===== config.mk =====
export PLATFORM = sky130hd
export DESIGN_NAME = ffdl_addr_gen
export DESIGN_NICKNAME = d
export VERILOG_FILES = /design/src/rtl/ffdl_pkg.sv /design/src/rtl/ffdl_addr_gen.sv
export SDC_FILE = /design/constraint.sdc
export NUM_CORES = 1
export LEC_CHECK = 0
export ABC_CLOCK_PERIOD_IN_PS = 12950
export BUFFER_PORTS_ARGS = -buffer_cell sky130_fd_sc_hd__buf_2
export CAP_MARGIN = 30
export CELL_PAD_IN_SITES_DETAIL_PLACEMENT = 1
export CELL_PAD_IN_SITES_GLOBAL_PLACEMENT = 1
export CORE_ASPECT_RATIO = 0.6
export CORE_MARGIN = 2
export CORE_UTILIZATION = 36
export DETAILED_ROUTE_END_ITERATION = 10
export GPL_TIMING_DRIVEN = 0
export PLACE_DENSITY = 0.75
export RECOVER_POWER = 100
export SETUP_SLACK_MARGIN = 0.5
export SLEW_MARGIN = 5
export SYNTH_ARGS = -nofsm -noshare
export SYNTH_HDL_FRONTEND = slang
export SYNTH_SLANG_ARGS = --single-unit

===== constraint.sdc =====
create_clock -name vclk -period 12.95
set_input_delay 2.59 -clock vclk [all_inputs]
set_output_delay 2.59 -clock vclk [all_outputs]
set_load 0.005 [all_outputs]

===== src/rtl/ffdl_pkg.sv =====
`default_nettype none

package ffdl_pkg;

    localparam int LENGTH_BITS = 16;
    localparam int TIME_BITS   = 24;
    localparam int GAIN_BITS   = 16;
    localparam int GAIN_FRAC   = 15;
    localparam int CFG_BITS    = 24;

    localparam logic [LENGTH_BITS-1:0] LENGTH_RESET = 16'd32768;

    typedef enum logic [1:0] {
        CFG_DELAY_LENGTH  = 2'd0,
        CFG_DELAY_TIME    = 2'd1,
        CFG_FEEDBACK_GAIN = 2'd2,
        CFG_UNUSED        = 2'd3
    } t_cfg_index;

    typedef enum logic [2:0] {
        ST_IDLE,
        ST_READ_B,
        ST_INTERP,
        ST_MULT,
        ST_WRITE
    } t_state;

    typedef struct packed {
        logic in_ready;
        logic ram_re;
        logic sel_b;
        logic ram_we;
    } t_ctrl;

endpackage

`default_nettype wire


===== src/rtl/ffdl_addr_gen.sv =====
`default_nettype none

module ffdl_addr_gen #(
    parameter int STORE_DEPTH   = 32768,
    parameter int FRACTION_BITS = 8
) (
    input  wire logic [ffdl_pkg::LENGTH_BITS-1:0] i_delay_length,
    input  wire logic [ffdl_pkg::TIME_BITS-1:0]   i_delay_time,
    input  wire logic [$clog2(STORE_DEPTH)-1:0]   i_wp,
    output logic      [$clog2(STORE_DEPTH)-1:0]   o_wp_eff,
    output logic                                  o_wp_last,
    output logic      [$clog2(STORE_DEPTH)-1:0]   o_addr_a,
    output logic      [$clog2(STORE_DEPTH)-1:0]   o_addr_b,
    output logic      [FRACTION_BITS-1:0]         o_frac
);

    localparam int AW = $clog2(STORE_DEPTH);
    localparam int LW = $clog2(STORE_DEPTH + 1);
    localparam int PW = ((LW + FRACTION_BITS > ffdl_pkg::TIME_BITS) ?
                         LW + FRACTION_BITS : ffdl_pkg::TIME_BITS) + 1;

    logic [31:0]   len_ext;
    logic [LW-1:0] len_eff;
    logic [PW-1:0] len_p;
    logic [PW-1:0] last_p;
    logic [PW-1:0] lenf;
    logic [PW-1:0] d_raw;
    logic [PW-1:0] d_eff;
    logic [PW-1:0] wpf;
    logic [PW-1:0] rp;
    logic [AW-1:0] rpi;

    always_comb begin
        len_ext = 32'(i_delay_length);
        if (len_ext == 32'd0) begin
            len_eff = LW'(1);
        end else if (len_ext > 32'(STORE_DEPTH)) begin
            len_eff = LW'(STORE_DEPTH);
        end else begin
            len_eff = LW'(len_ext);
        end
        len_p  = PW'(len_eff);
        last_p = len_p - PW'(1);

        // length shrunk to or below the write position: restart at entry 0
        o_wp_eff  = (PW'(i_wp) < len_p) ? i_wp : '0;
        o_wp_last = (PW'(o_wp_eff) == last_p);

        lenf  = len_p << FRACTION_BITS;
        d_raw = PW'(i_delay_time);
        d_eff = (d_raw > lenf) ? lenf : d_raw;
        wpf   = PW'(o_wp_eff) << FRACTION_BITS;
        if (wpf >= d_eff) begin
            rp = wpf - d_eff;
        end else begin
            rp = wpf + lenf - d_eff;
        end

        rpi      = AW'(rp >> FRACTION_BITS);
        o_frac   = rp[FRACTION_BITS-1:0];
        o_addr_a = rpi;
        o_addr_b = (PW'(rpi) == last_p) ? '0 : rpi + AW'(1);
    end

endmodule

`default_nettype wire


==> Word level (Yosys, flattened, before mapping) <==
Index checks and enable logic that the tools add are counted.
{ "classes": {"add_sub_neg": 5, "reduce_logical": 1, "n_eq_ne": 2, "muxes": 6, "order_cmp": 4} }
{ "ops": {"columns": ["cell", "count"], "rows": [
  ["15-bit by 25-bit equality test with 1-bit output", 2],
  ["23-bit subtractor", 2],
  ["16-bit two-way mux", 2],
  ["15-bit two-way mux", 2],
  ["23-bit by 24-bit greater-or-equal comparator with 1-bit output", 1],
  ["24-bit greater-than comparator", 1],
  ["24-bit two-way mux", 1],
  ["23-bit adder", 1],
  ["23-bit two-way mux", 1],
  ["16-bit by 1-bit subtractor with 17-bit output, second input constant", 1],
  ["16-bit greater-than comparator, second input constant", 1],
  ["16-bit logical NOT", 1],
  ["15-bit by 16-bit < comparator with 1-bit output", 1],
  ["15-bit by 1-bit adder with 15-bit output, second input constant", 1]
]} }
{ "word_totals": {"input_bits": 55, "wordCells": 18, "out_inout_bits": 54, "register_bits": 0} }

==> Logic depth before layout (Yosys ltp) <==
Gate-level depths: netlist (run 1).
{ "depth": {"word_depth": 10, "mapped_depth": 36, "depth_no_buf": 31} }

==> Least setup slack after synthesis (run 1) <==
OpenSTA, ideal clock, no wires.
{ "synth_timing": {"kind": "input to output", "startpoint": "input port i_delay_length[9] in the netlist's numbering", "endpoint": "output port o_addr_b[14]", "t_arrival_ps": 9558, "slack_ps": 802, "stages": 32, "path_buffers": 5, "path_cell_list": "or4_1 -> buf_2 -> nor3_2 -> nand2b_1 -> o21ai_4 -> nand2_1 -> ha_1 -> nand4_2 -> nor3_1 -> nor2_1 -> nand4_1 -> nand2_1 -> clkbuf_1 -> a21oi_1 -> ha_1 -> clkbuf_1 -> a21o_1 -> a21o_1 -> a21o_1 -> a21o_1 -> a211o_1 -> o211ai_2 -> buf_2 -> buf_1 -> o21ai_0 -> xnor2_1 -> ha_1 -> o21ai_0 -> nor4_2 -> nand4_1 -> xor2_1 -> nor2_1"} }
{ "synth_via": {"elab_chain_len": 10} }
{ "synth_rtl": {"columns": ["element", "line", "source"], "rows": [
  ["start: declaration", "ffdl_addr_gen.sv:7", "input wire logic [ffdl_pkg::LENGTH_BITS-1:0] i_delay_length,"],
  ["16-bit greater-than comparator", "ffdl_addr_gen.sv:37", "end else if (len_ext > 32'(STORE_DEPTH)) begin"],
  ["16-bit two-way mux", "ffdl_addr_gen.sv:37", null],
  ["16-bit two-way mux (*)", "ffdl_addr_gen.sv:35", "if (len_ext == 32'd0) begin"],
  ["15-bit by 16-bit < comparator with 1-bit output", "ffdl_addr_gen.sv:46", "o_wp_eff = (PW'(i_wp) < len_p) ? i_wp : '0;"],
  ["15-bit two-way mux", "ffdl_addr_gen.sv:46", null],
  ["23-bit adder", "ffdl_addr_gen.sv:56", "rp = wpf + lenf - d_eff;"],
  ["23-bit subtractor", "ffdl_addr_gen.sv:56", null],
  ["23-bit two-way mux (*)", "ffdl_addr_gen.sv:53", "if (wpf >= d_eff) begin"],
  ["via o_addr_a[0]", "ffdl_addr_gen.sv:12", "output logic [$clog2(STORE_DEPTH)-1:0] o_addr_a,"],
  ["15-bit by 1-bit adder with 15-bit output / 15-bit by 25-bit equality test with 1-bit output (equally long branches)", "ffdl_addr_gen.sv:62", "o_addr_b = (PW'(rpi) == last_p) ? '0 : rpi + AW'(1);"],
  ["15-bit two-way mux (*)", "ffdl_addr_gen.sv:62", null],
  ["end: declaration", "ffdl_addr_gen.sv:13", "output logic [$clog2(STORE_DEPTH)-1:0] o_addr_b,"]
]} }
Mark *: on every way through the listed nets, which the timed path passes. The rest lies on a longest branch.

==> Final worst setup path (run 1) <==
{ "layout_timing": {"startpoint": "input port i_delay_length[5] in the netlist's numbering", "endpoint": "output port o_addr_b[2]"} }
{ "layout_via": {"elab_chain_len": 10} }
{ "layout_rtl": {"columns": ["element", "line"], "rows": [
  ["16-bit greater-than comparator", "ffdl_addr_gen.sv:37"],
  ["16-bit two-way mux", "ffdl_addr_gen.sv:37"],
  ["16-bit two-way mux (*)", "ffdl_addr_gen.sv:35"],
  ["15-bit by 16-bit < comparator with 1-bit output", "ffdl_addr_gen.sv:46"],
  ["15-bit two-way mux", "ffdl_addr_gen.sv:46"],
  ["23-bit adder", "ffdl_addr_gen.sv:56"],
  ["23-bit subtractor", "ffdl_addr_gen.sv:56"],
  ["23-bit two-way mux", "ffdl_addr_gen.sv:53"],
  ["15-bit by 1-bit adder with 15-bit output / 15-bit by 25-bit equality test with 1-bit output (equally long branches)", "ffdl_addr_gen.sv:62"],
  ["15-bit two-way mux (*)", "ffdl_addr_gen.sv:62"]
]} }
Every way passes the cells marked *; elsewhere a longest branch is shown, timed or not.

==> flow_metrics.py, run 1 <==
metrics = {
    "clock_network": {
        "postCtsHoldBufs": 0,
    },
    "place": {
        "io_buffer_count": 108,
        "place_congestion": 0.935,
        "dp.cells": 1090,
        "placed_cell_area_um2": 6100,
        "dp_hpwl_um": 19400,
    },
    "worst_setup_path": {
        "cp_max_fo": 10,
        "max_stage_delay_ns": 0.61,
        "arrival_ns": 10.29,
        "path_class": "in2out",
        "path_delay_family": "simple AND/OR/NAND/NOR gates",
        "cp-startpoint": "i_delay_length[5]",
        "crit_path_end_kind": "primary output",
        "crit_path_frequent_cell": "buf_4",
        "critical_path.slowest_cell": "or4_4",
        "crit_path_start_kind": "primary input",
        "timing.critical_path.buf_inv": 14,
        "cp.required_ns": 10.36,
    },
    "sta": {
        "worst_pin_slew_ns": 1.26,
        "grt_setup_unrepaired": "yes",
        "max_slew_margin": 0.151,
        "timing.fmax_mhz": 77.7,
        "hold_slack_ns": 5.47,
        "final_max_slew_viol_count": 0,
        "fin_crit_ns": 12.88,
        "period_share": 0.994,
        "setup_viol": 0,
        "finalHoldViolations": 0,
    },
    "worst_hold_path": {
        "worstHoldPathType": "in2out",
        "min_to": "o_frac[5]",
        "hold_path_startpoint": "i_delay_time[5]",
        "holdPathStages": 3,
    },
    "grt": {
        "antenna_found_initial": 0,
        "grt_pass1_wl_um": 38700,
        "grt_max_degree": 11,
        "grt-ovfl-total": 0,
        "grtUsageTotal": 0.312,
        "grt_pass1_vias": 6822,
    },
    "synth": {
        "synth.area.top_cells": "ha_1, nand2_1, xnor2_1, fa_1, a21oi_1",
        "syn_inst": 784,
        "synth.cell_area_um2": 5310,
        "synth_nets": 915,
        "ys_seq_area_frac": 0,
        "ys_warn_count": 0,
        "synth.most_common_cell": "nand2_1",
        "syn_area_per_cell_um2": 6.78,
        "yosysTopAreaCellShare": 0.146,
        "ys_types": 82,
        "synthTopCellsByCount": "nand2_1, inv_1, nor2_1",
        "synth_area_leader_cell": "ha_1",
    },
    "power_and_ir_drop": {
        "power.density_nw_per_um2": 149,
        "vdd_drop_max_mv": 0.0865,
        "p_clk_frac": 0,
        "p_leak_nw": 3.64,
        "power_frac_seq": 0,
        "switching_share": 0.590,
        "combPwrFrac": 1.000,
        "power.internal_mw": 0.483,
        "p_sw_mw": 0.694,
    },
    "routing": {
        "wl_per_cell_um": 27.1,
        "via_count": 7888,
        "first_pass_iters": 5,
        "drcViolationCount": 0,
        "routed_via_density": 6.58,
        "finalWirelength_um": 32500,
        "drtIter0Drc": 962,
        "postRouteAntennaNets": 0,
    },
    "floorplanning": {
        "die_y_um": 98.1,
        "ios": 109,
        "dieArea_um2": 15800,
        "rows": 34,
        "die_w_um": 161,
        "core_area_um2": 14500,
        "start_util": 0.367,
    },
    "layout": {
        "utilization": 0.544,
        "diodes": 0,
        "seq_cells": 0,
        "syn2layout_area_growth_pct": 48.2,
        "fin_cells": 1198,
        "multi_input_area_um2": 5630,
        "final_area_um2": 7880,
        "drive_gt1_frac": 0.358,
        "final_nets": 1133,
        "clock_buffers": 0,
        "register_area_um2": 0,
        "n_fill_cell": 1873,
    },
    "flow_run": {
        "cap_violations": 0,
    },
    "run_status": {
        "outcome": "complete, no violations",
    },
}
==> cells in the final DEF (no fill, tap or decap), types with 7 or more instances in the layout <==
master and instances:
mux2i_1 8, o21ai_0 23, nor4_1 8, o211ai_1 8, buf_6 15, ha_4 10
o21ai_1 7, buf_4 94, ha_1 45, a21oi_1 47, nand2b_1 8, inv_1 72
nor2_1 52, nor3_1 21, o21a_1 22, and2_1 7, nand3_1 19, or3_1 11
xnor2_1 34, nor2_2 7, buf_2 107, fa_1 14, xor2_1 21, nand2_1 89
a21o_1 12, nor2_4 11, o22ai_1 8, ha_2 7, nand4_1 13, a31oi_1 10
==> power groups by stage <==
stage,combinational (mW),clock (mW),sequential (mW)
floorplan,0.575,0,0
detailed placement,0.835,0,0
CTS,0.916,0,0
global route,1.23,0,0
global placement,0.824,0,0
finish,1.18,0,0
==> per-layer routing <==
metal | share of wire | track usage
met1 | 0.40 | 0.466
met5 | 0 | 0
met2 | 0.41 | 0.473
met3 | 0.13 | 0.0493
met4 | 0.062 | 0.0556
==> metrics by stage <==
step / TNS [ns] / power (mW) / worst slack, ns
after CTS: 0 / 0.916 / 0.498
after floorplan: 0 / 0.575 / 0.802
after global placement: -20.07 / 0.824 / -1.72
final: 0 / 1.18 / 0.0721
after global routing: -0.339 / 1.23 / -0.0906
after detailed placement: -25.55 / 0.835 / -1.90
==> how the worst max path moves through the flow <==
stage	cells past startpoint	endpoint
final	38	o_addr_b[2]
after global routing	36	o_addr_b[3]
after CTS	34	o_addr_b[14]
after detailed placement	35	o_addr_b[14]
after global placement	34	o_addr_b[14]
after floorplan	32	o_addr_b[14]
==> cell type report <==
type / instances / share of cell area
buffer: 28 / 0.0315
inverter: 74 / 0.0353
multi-input combinational: 682 / 0.715
tap: 198 / 0.0315
timing repair buffer: 216 / 0.187
==> kinds of logic after synthesis <==
family                   after synthesis  synth area share
AND/OR/NAND/NOR                      310             0.296
AO/OA/AOI/OAI                        224             0.298
buffers and inverters                102            0.0744
adder cells (fa/ha/maj)               76             0.199
XOR/XNOR                              62             0.112
multiplexers                          10            0.0214
==> tightest hold or removal path, stage by stage <==
cell     delay, ns
buf_2         0.08
a32oi_1       0.08
buf_2         0.13
==> what timing repair did <==
item,4_1_cts,5_1_grt
setup buffers,50,56
resized for setup,93,136
endpoints found under the setup margin,33,16
pin swaps,21,61
cloned,0,2
No activity file was read; power rests on OpenSTA's default activity.
==> run 2, diff against run 1 <==
--- a/config.mk
+++ b/config.mk
@@ -6,7 +6,7 @@
 export NUM_CORES = 1
 export LEC_CHECK = 0
 export ABC_CLOCK_PERIOD_IN_PS = 12950
-export BUFFER_PORTS_ARGS = -buffer_cell sky130_fd_sc_hd__buf_2
+export BUFFER_PORTS_ARGS = -buffer_cell sky130_fd_sc_hd__clkbuf_2
 export CAP_MARGIN = 30
 export CELL_PAD_IN_SITES_DETAIL_PLACEMENT = 1
 export CELL_PAD_IN_SITES_GLOBAL_PLACEMENT = 1
==> flow_metrics.py, run 2 (same netlist as run 1, synthesis figures left out) <==
metrics = {
    "run_status": {
        "outcome": "complete, no violations",
    },
    "grt": {
        "grtUsageTotal": 0.287,
        "grt_max_degree": 11,
        "grt-ovfl-total": 0,
        "grt_pass1_vias": 6351,
        "grt_pass1_wl_um": 35700,
        "antenna_found_initial": 0,
    },
    "routing": {
        "drcViolationCount": 0,
        "top_layer_used": "met4",
        "first_pass_iters": 5,
        "routed_via_density": 6.04,
        "finalWirelength_um": 25300,
        "drtIter0Drc": 541,
        "wl_per_cell_um": 22.1,
        "wl_met3_um": 2450,
        "wl_met1_um": 11900,
        "via_count": 6897,
        "met2_length_um": 10300,
        "postRouteAntennaNets": 0,
    },
    "layout": {
        "diodes": 0,
        "drive_gt1_frac": 0.300,
        "final_cell_mix": "clkbuf_2, nand2_1, inv_1",
        "final_nets": 1076,
        "seq_cells": 0,
        "n_fill_cell": 1895,
        "multi_input_area_um2": 5470,
        "clock_buffers": 0,
        "register_area_um2": 0,
        "syn2layout_area_growth_pct": 35.2,
        "mostFrequentLayoutCell": "clkbuf_2",
        "fin_cells": 1141,
    },
    "sta": {
        "grt_setup_unrepaired": "no",
        "timing.fmax_mhz": 79.1,
        "final_max_slew_viol_count": 0,
        "hold_slack_ns": 5.47,
        "max_slew_margin": 0.257,
        "fin_crit_ns": 12.63,
        "worst_pin_slew_ns": 1.11,
        "period_share": 0.976,
        "fin_ws_ns": 0.315,
        "finalHoldViolations": 0,
        "setup_viol": 0,
    },
    "worst_setup_path": {
        "arrival_ns": 10.04,
        "max_stage_delay_ns": 0.60,
        "cp.required_ns": 10.36,
        "critical_path.slowest_cell": "a211oi_1",
        "cp.depth": 35,
        "crit_path_end_kind": "primary output",
        "timing.critical_path.buf_inv": 9,
        "cp_max_fo": 8,
        "crit_path_start_kind": "primary input",
        "path_class": "in2out",
        "path_delay_family": "compound AO/OA/AOI/OAI gates",
    },
    "floorplanning": {
        "die_w_um": 161,
        "die_y_um": 98.1,
        "dieArea_um2": 15800,
        "rows": 34,
        "ios": 109,
        "core_area_um2": 14500,
        "start_util": 0.367,
    },
    "power_and_ir_drop": {
        "p_leak_nw": 3.31,
        "power_mw": 1.00,
        "power.density_nw_per_um2": 140,
        "vdd_drop_max_mv": 0.0463,
    },
    "place": {
        "place_congestion": 0.933,
        "io_buffer_count": 108,
        "post-place-ws_ns": -1.79,
        "dp.cells": 1090,
        "dp_hpwl_um": 19500,
    },
    "worst_hold_path": {
        "holdPathStages": 3,
        "worstHoldPathType": "in2out",
    },
    "flow_run": {
        "cap_violations": 0,
    },
}
[run 2: changes by cell type in the layout (fill, tap and decap cells not counted), moves of 3 or more]
| cell | change |
|---|---|
| buf_4 | -47 |
| buf_6 | -7 |
| nor2_2 | -5 |
| clkbuf_2 | +104 |
| a21oi_1 | +3 |
| ha_2 | +3 |
| o21ai_0 | +4 |
| nor2_1 | +9 |
| buf_2 | -101 |
| a21oi_2 | -3 |
| nor2_4 | -4 |
| nand2_4 | -3 |
[run 2: power by group]
part	leakage (nW)	internal [mW]	switching [mW]	total [mW]
logic	3.31	0.421	0.582	1.00
registers	0	0	0	0
clock network	0	0	0	0
[run 2: layout make-up]
type	count	area share
Buffer	28	0.0310
Inverter	74	0.0392
Multi-Input combinational cell	682	0.761
Tap cell	198	0.0345
Timing Repair Buffer	159	0.134
[run 2: layer usage]
layer,track usage,vias to the layer above
met3,0.0416,37
met1,0.449,3378
met4,0.0330,0
met5,0,-
met2,0.421,311
li1,-,3171
[run 2: metrics by stage]
step            util  TNS (ns)  area (µm²)
6_report       0.497         0        7180
5_1_grt        0.497         0        7180
2_1_floorplan      -         0        5310
3_3_place_gp   0.422    -19.70        6100
4_1_cts        0.449         0        6490
3_5_place_dp   0.422    -23.24        6100
[run 2: path summary, 6_finish.rpt]
path         startpoint           end
max   i_delay_length[9]  o_addr_b[14]
min     i_delay_time[5]     o_frac[5]
[run 2: repair_timing]
item,4_1_cts,5_1_grt
pin swaps,14,36
hold buffers,0,0
cloned,1,1
hold endpoints to repair,0,0
endpoints found under the setup margin,33,18
gates resized for setup,66,114
setup buffers,18,31
==> run 3, diff against run 2 <==
--- a/config.mk
+++ b/config.mk
@@ -10,7 +10,7 @@
 export CAP_MARGIN = 30
 export CELL_PAD_IN_SITES_DETAIL_PLACEMENT = 1
 export CELL_PAD_IN_SITES_GLOBAL_PLACEMENT = 1
-export CORE_ASPECT_RATIO = 0.6
+export CORE_ASPECT_RATIO = 1.25
 export CORE_MARGIN = 2
 export CORE_UTILIZATION = 36
 export DETAILED_ROUTE_END_ITERATION = 10
==> constraint.sdc (replaced) <==
create_clock -name vclk -period 12.95
set_input_delay 0.6475 -clock vclk [all_inputs]
set_output_delay 0.6475 -clock vclk [all_outputs]
set_load 0.005 [all_outputs]
==> flow_metrics.py, run 3 (same netlist as run 1, synthesis figures left out) <==
metrics = {
    "floorplanning": {
        "start_util": 0.369,
        "core_area_um2": 14400,
        "die_w_um": 113,
        "ios": 109,
        "die_y_um": 140,
        "rows": 49,
        "dieArea_um2": 15800,
    },
    "power_and_ir_drop": {
        "vdd_drop_max_mv": 0.0896,
        "power_frac_seq": 0,
        "combPwrFrac": 1.000,
        "p_clk_frac": 0,
        "p_sw_mw": 0.495,
        "switching_share": 0.598,
        "p_leak_nw": 2.86,
        "power.internal_mw": 0.332,
        "power.density_nw_per_um2": 137,
    },
    "worst_setup_path": {
        "path_class": "in2out",
        "max_stage_delay_ns": 1.01,
        "timing.critical_path.buf_inv": 6,
        "arrival_ns": 10.81,
        "path_delay_family": "simple AND/OR/NAND/NOR gates",
        "critical_path.slowest_cell": "nor4_1",
        "crit_path_start_kind": "primary input",
        "cp.required_ns": 12.30,
        "crit_path_end_kind": "primary output",
        "cp_max_fo": 10,
    },
    "routing": {
        "drcViolationCount": 0,
        "wl_met3_um": 764,
        "finalWirelength_um": 21500,
        "drtIter0Drc": 315,
        "wl_met1_um": 9380,
        "routed_via_density": 5.93,
        "met2_length_um": 10600,
        "wl_per_cell_um": 20.0,
        "top_layer_used": "met4",
        "postRouteAntennaNets": 0,
        "via_count": 6367,
        "first_pass_iters": 4,
    },
    "grt": {
        "grt_max_degree": 11,
        "grt_pass1_vias": 6490,
        "grt-ovfl-total": 0,
        "grtUsageTotal": 0.265,
        "grt_pass1_wl_um": 33700,
        "antenna_found_initial": 0,
    },
    "clock_network": {
        "postCtsHoldBufs": 0,
        "postCtsSetupBuffers": 0,
        "cts.repair.resized": 0,
    },
    "layout": {
        "fin_cells": 1073,
        "n_fill_cell": 1956,
        "register_area_um2": 0,
        "diodes": 0,
        "syn2layout_area_growth_pct": 13.4,
        "utilization": 0.418,
        "mostFrequentLayoutCell": "nand2_1",
        "multi_input_area_um2": 4870,
        "clock_buffers": 0,
        "final_cell_mix": "nand2_1, clkbuf_2, inv_1",
        "final_nets": 1028,
        "seq_cells": 0,
        "drive_gt1_frac": 0.140,
    },
    "run_status": {
        "outcome": "complete, no violations",
    },
    "sta": {
        "final_max_slew_viol_count": 0,
        "max_slew_margin": 0.211,
        "setup_viol": 0,
        "worst_pin_slew_ns": 1.17,
        "setup_tns_ns": 0,
        "timing.fmax_mhz": 87.3,
        "grt_setup_unrepaired": "no",
        "finalHoldViolations": 0,
        "fin_ws_ns": 1.49,
        "fin_crit_ns": 11.46,
        "period_share": 0.885,
    },
    "place": {
        "dp_hpwl_um": 18800,
        "place_congestion": 0.922,
        "post-place-ws_ns": 2.17,
        "io_buffer_count": 108,
        "dp.cells": 1070,
    },
    "worst_hold_path": {
        "worstHoldPathType": "in2out",
    },
    "flow_run": {
        "cap_violations": 0,
    },
}
-- run 3: cell types whose count changed in the layout (fill, tap and decap cells not counted), sizes merged --
cell / delta
buf: -61
clkbuf: +13
clkinv: +1
clkinvlp: -1
-- run 3: metrics by stage --
step           area (µm²)  hold slack, ns  total power [mW]
2_1_floorplan        5310            1.38             0.575
3_3_place_gp         6080            1.58             0.817
3_5_place_dp         6080            1.58             0.835
4_1_cts              6080            1.58             0.839
5_1_grt              6030            1.59             0.917
6_report             6030            1.58             0.827
-- run 3: cell type report --
cell class / instances / share of cell area
tap: 178 / 0.0369
buffer: 28 / 0.0189
multi-input combinational: 682 / 0.807
inverter: 74 / 0.0461
timing repair buffer: 111 / 0.0907
-- run 3: tightest hold or removal path: stages --
cell and delay (ns):
clkbuf_2 0.09, a32oi_1 0.08, clkbuf_2 0.11
-- run 3: path summary, 6_finish.rpt --
kind              depth (start not counted)              start  slack (ns)     endpoint
setup / recovery                         32  i_delay_length[9]        1.49  o_addr_b[4]
hold / removal                            3    i_delay_time[5]        1.58    o_frac[5]
-- run 3: power by group through the flow --
| stage | registers [mW] | logic, mW | clock network, mW |
|---|---|---|---|
| finish | 0 | 0.827 | 0 |
| global route | 0 | 0.917 | 0 |
| detailed placement | 0 | 0.835 | 0 |
| floorplan | 0 | 0.575 | 0 |
| global placement | 0 | 0.817 | 0 |
| CTS | 0 | 0.839 | 0 |
-- run 3: per-layer routing --
layer / vias up / global-route usage
met5: - / 0
met3: 39 / 0.0166
li1: 3075 / -
met1: 3071 / 0.337
met2: 182 / 0.472
met4: 0 / 0.0873
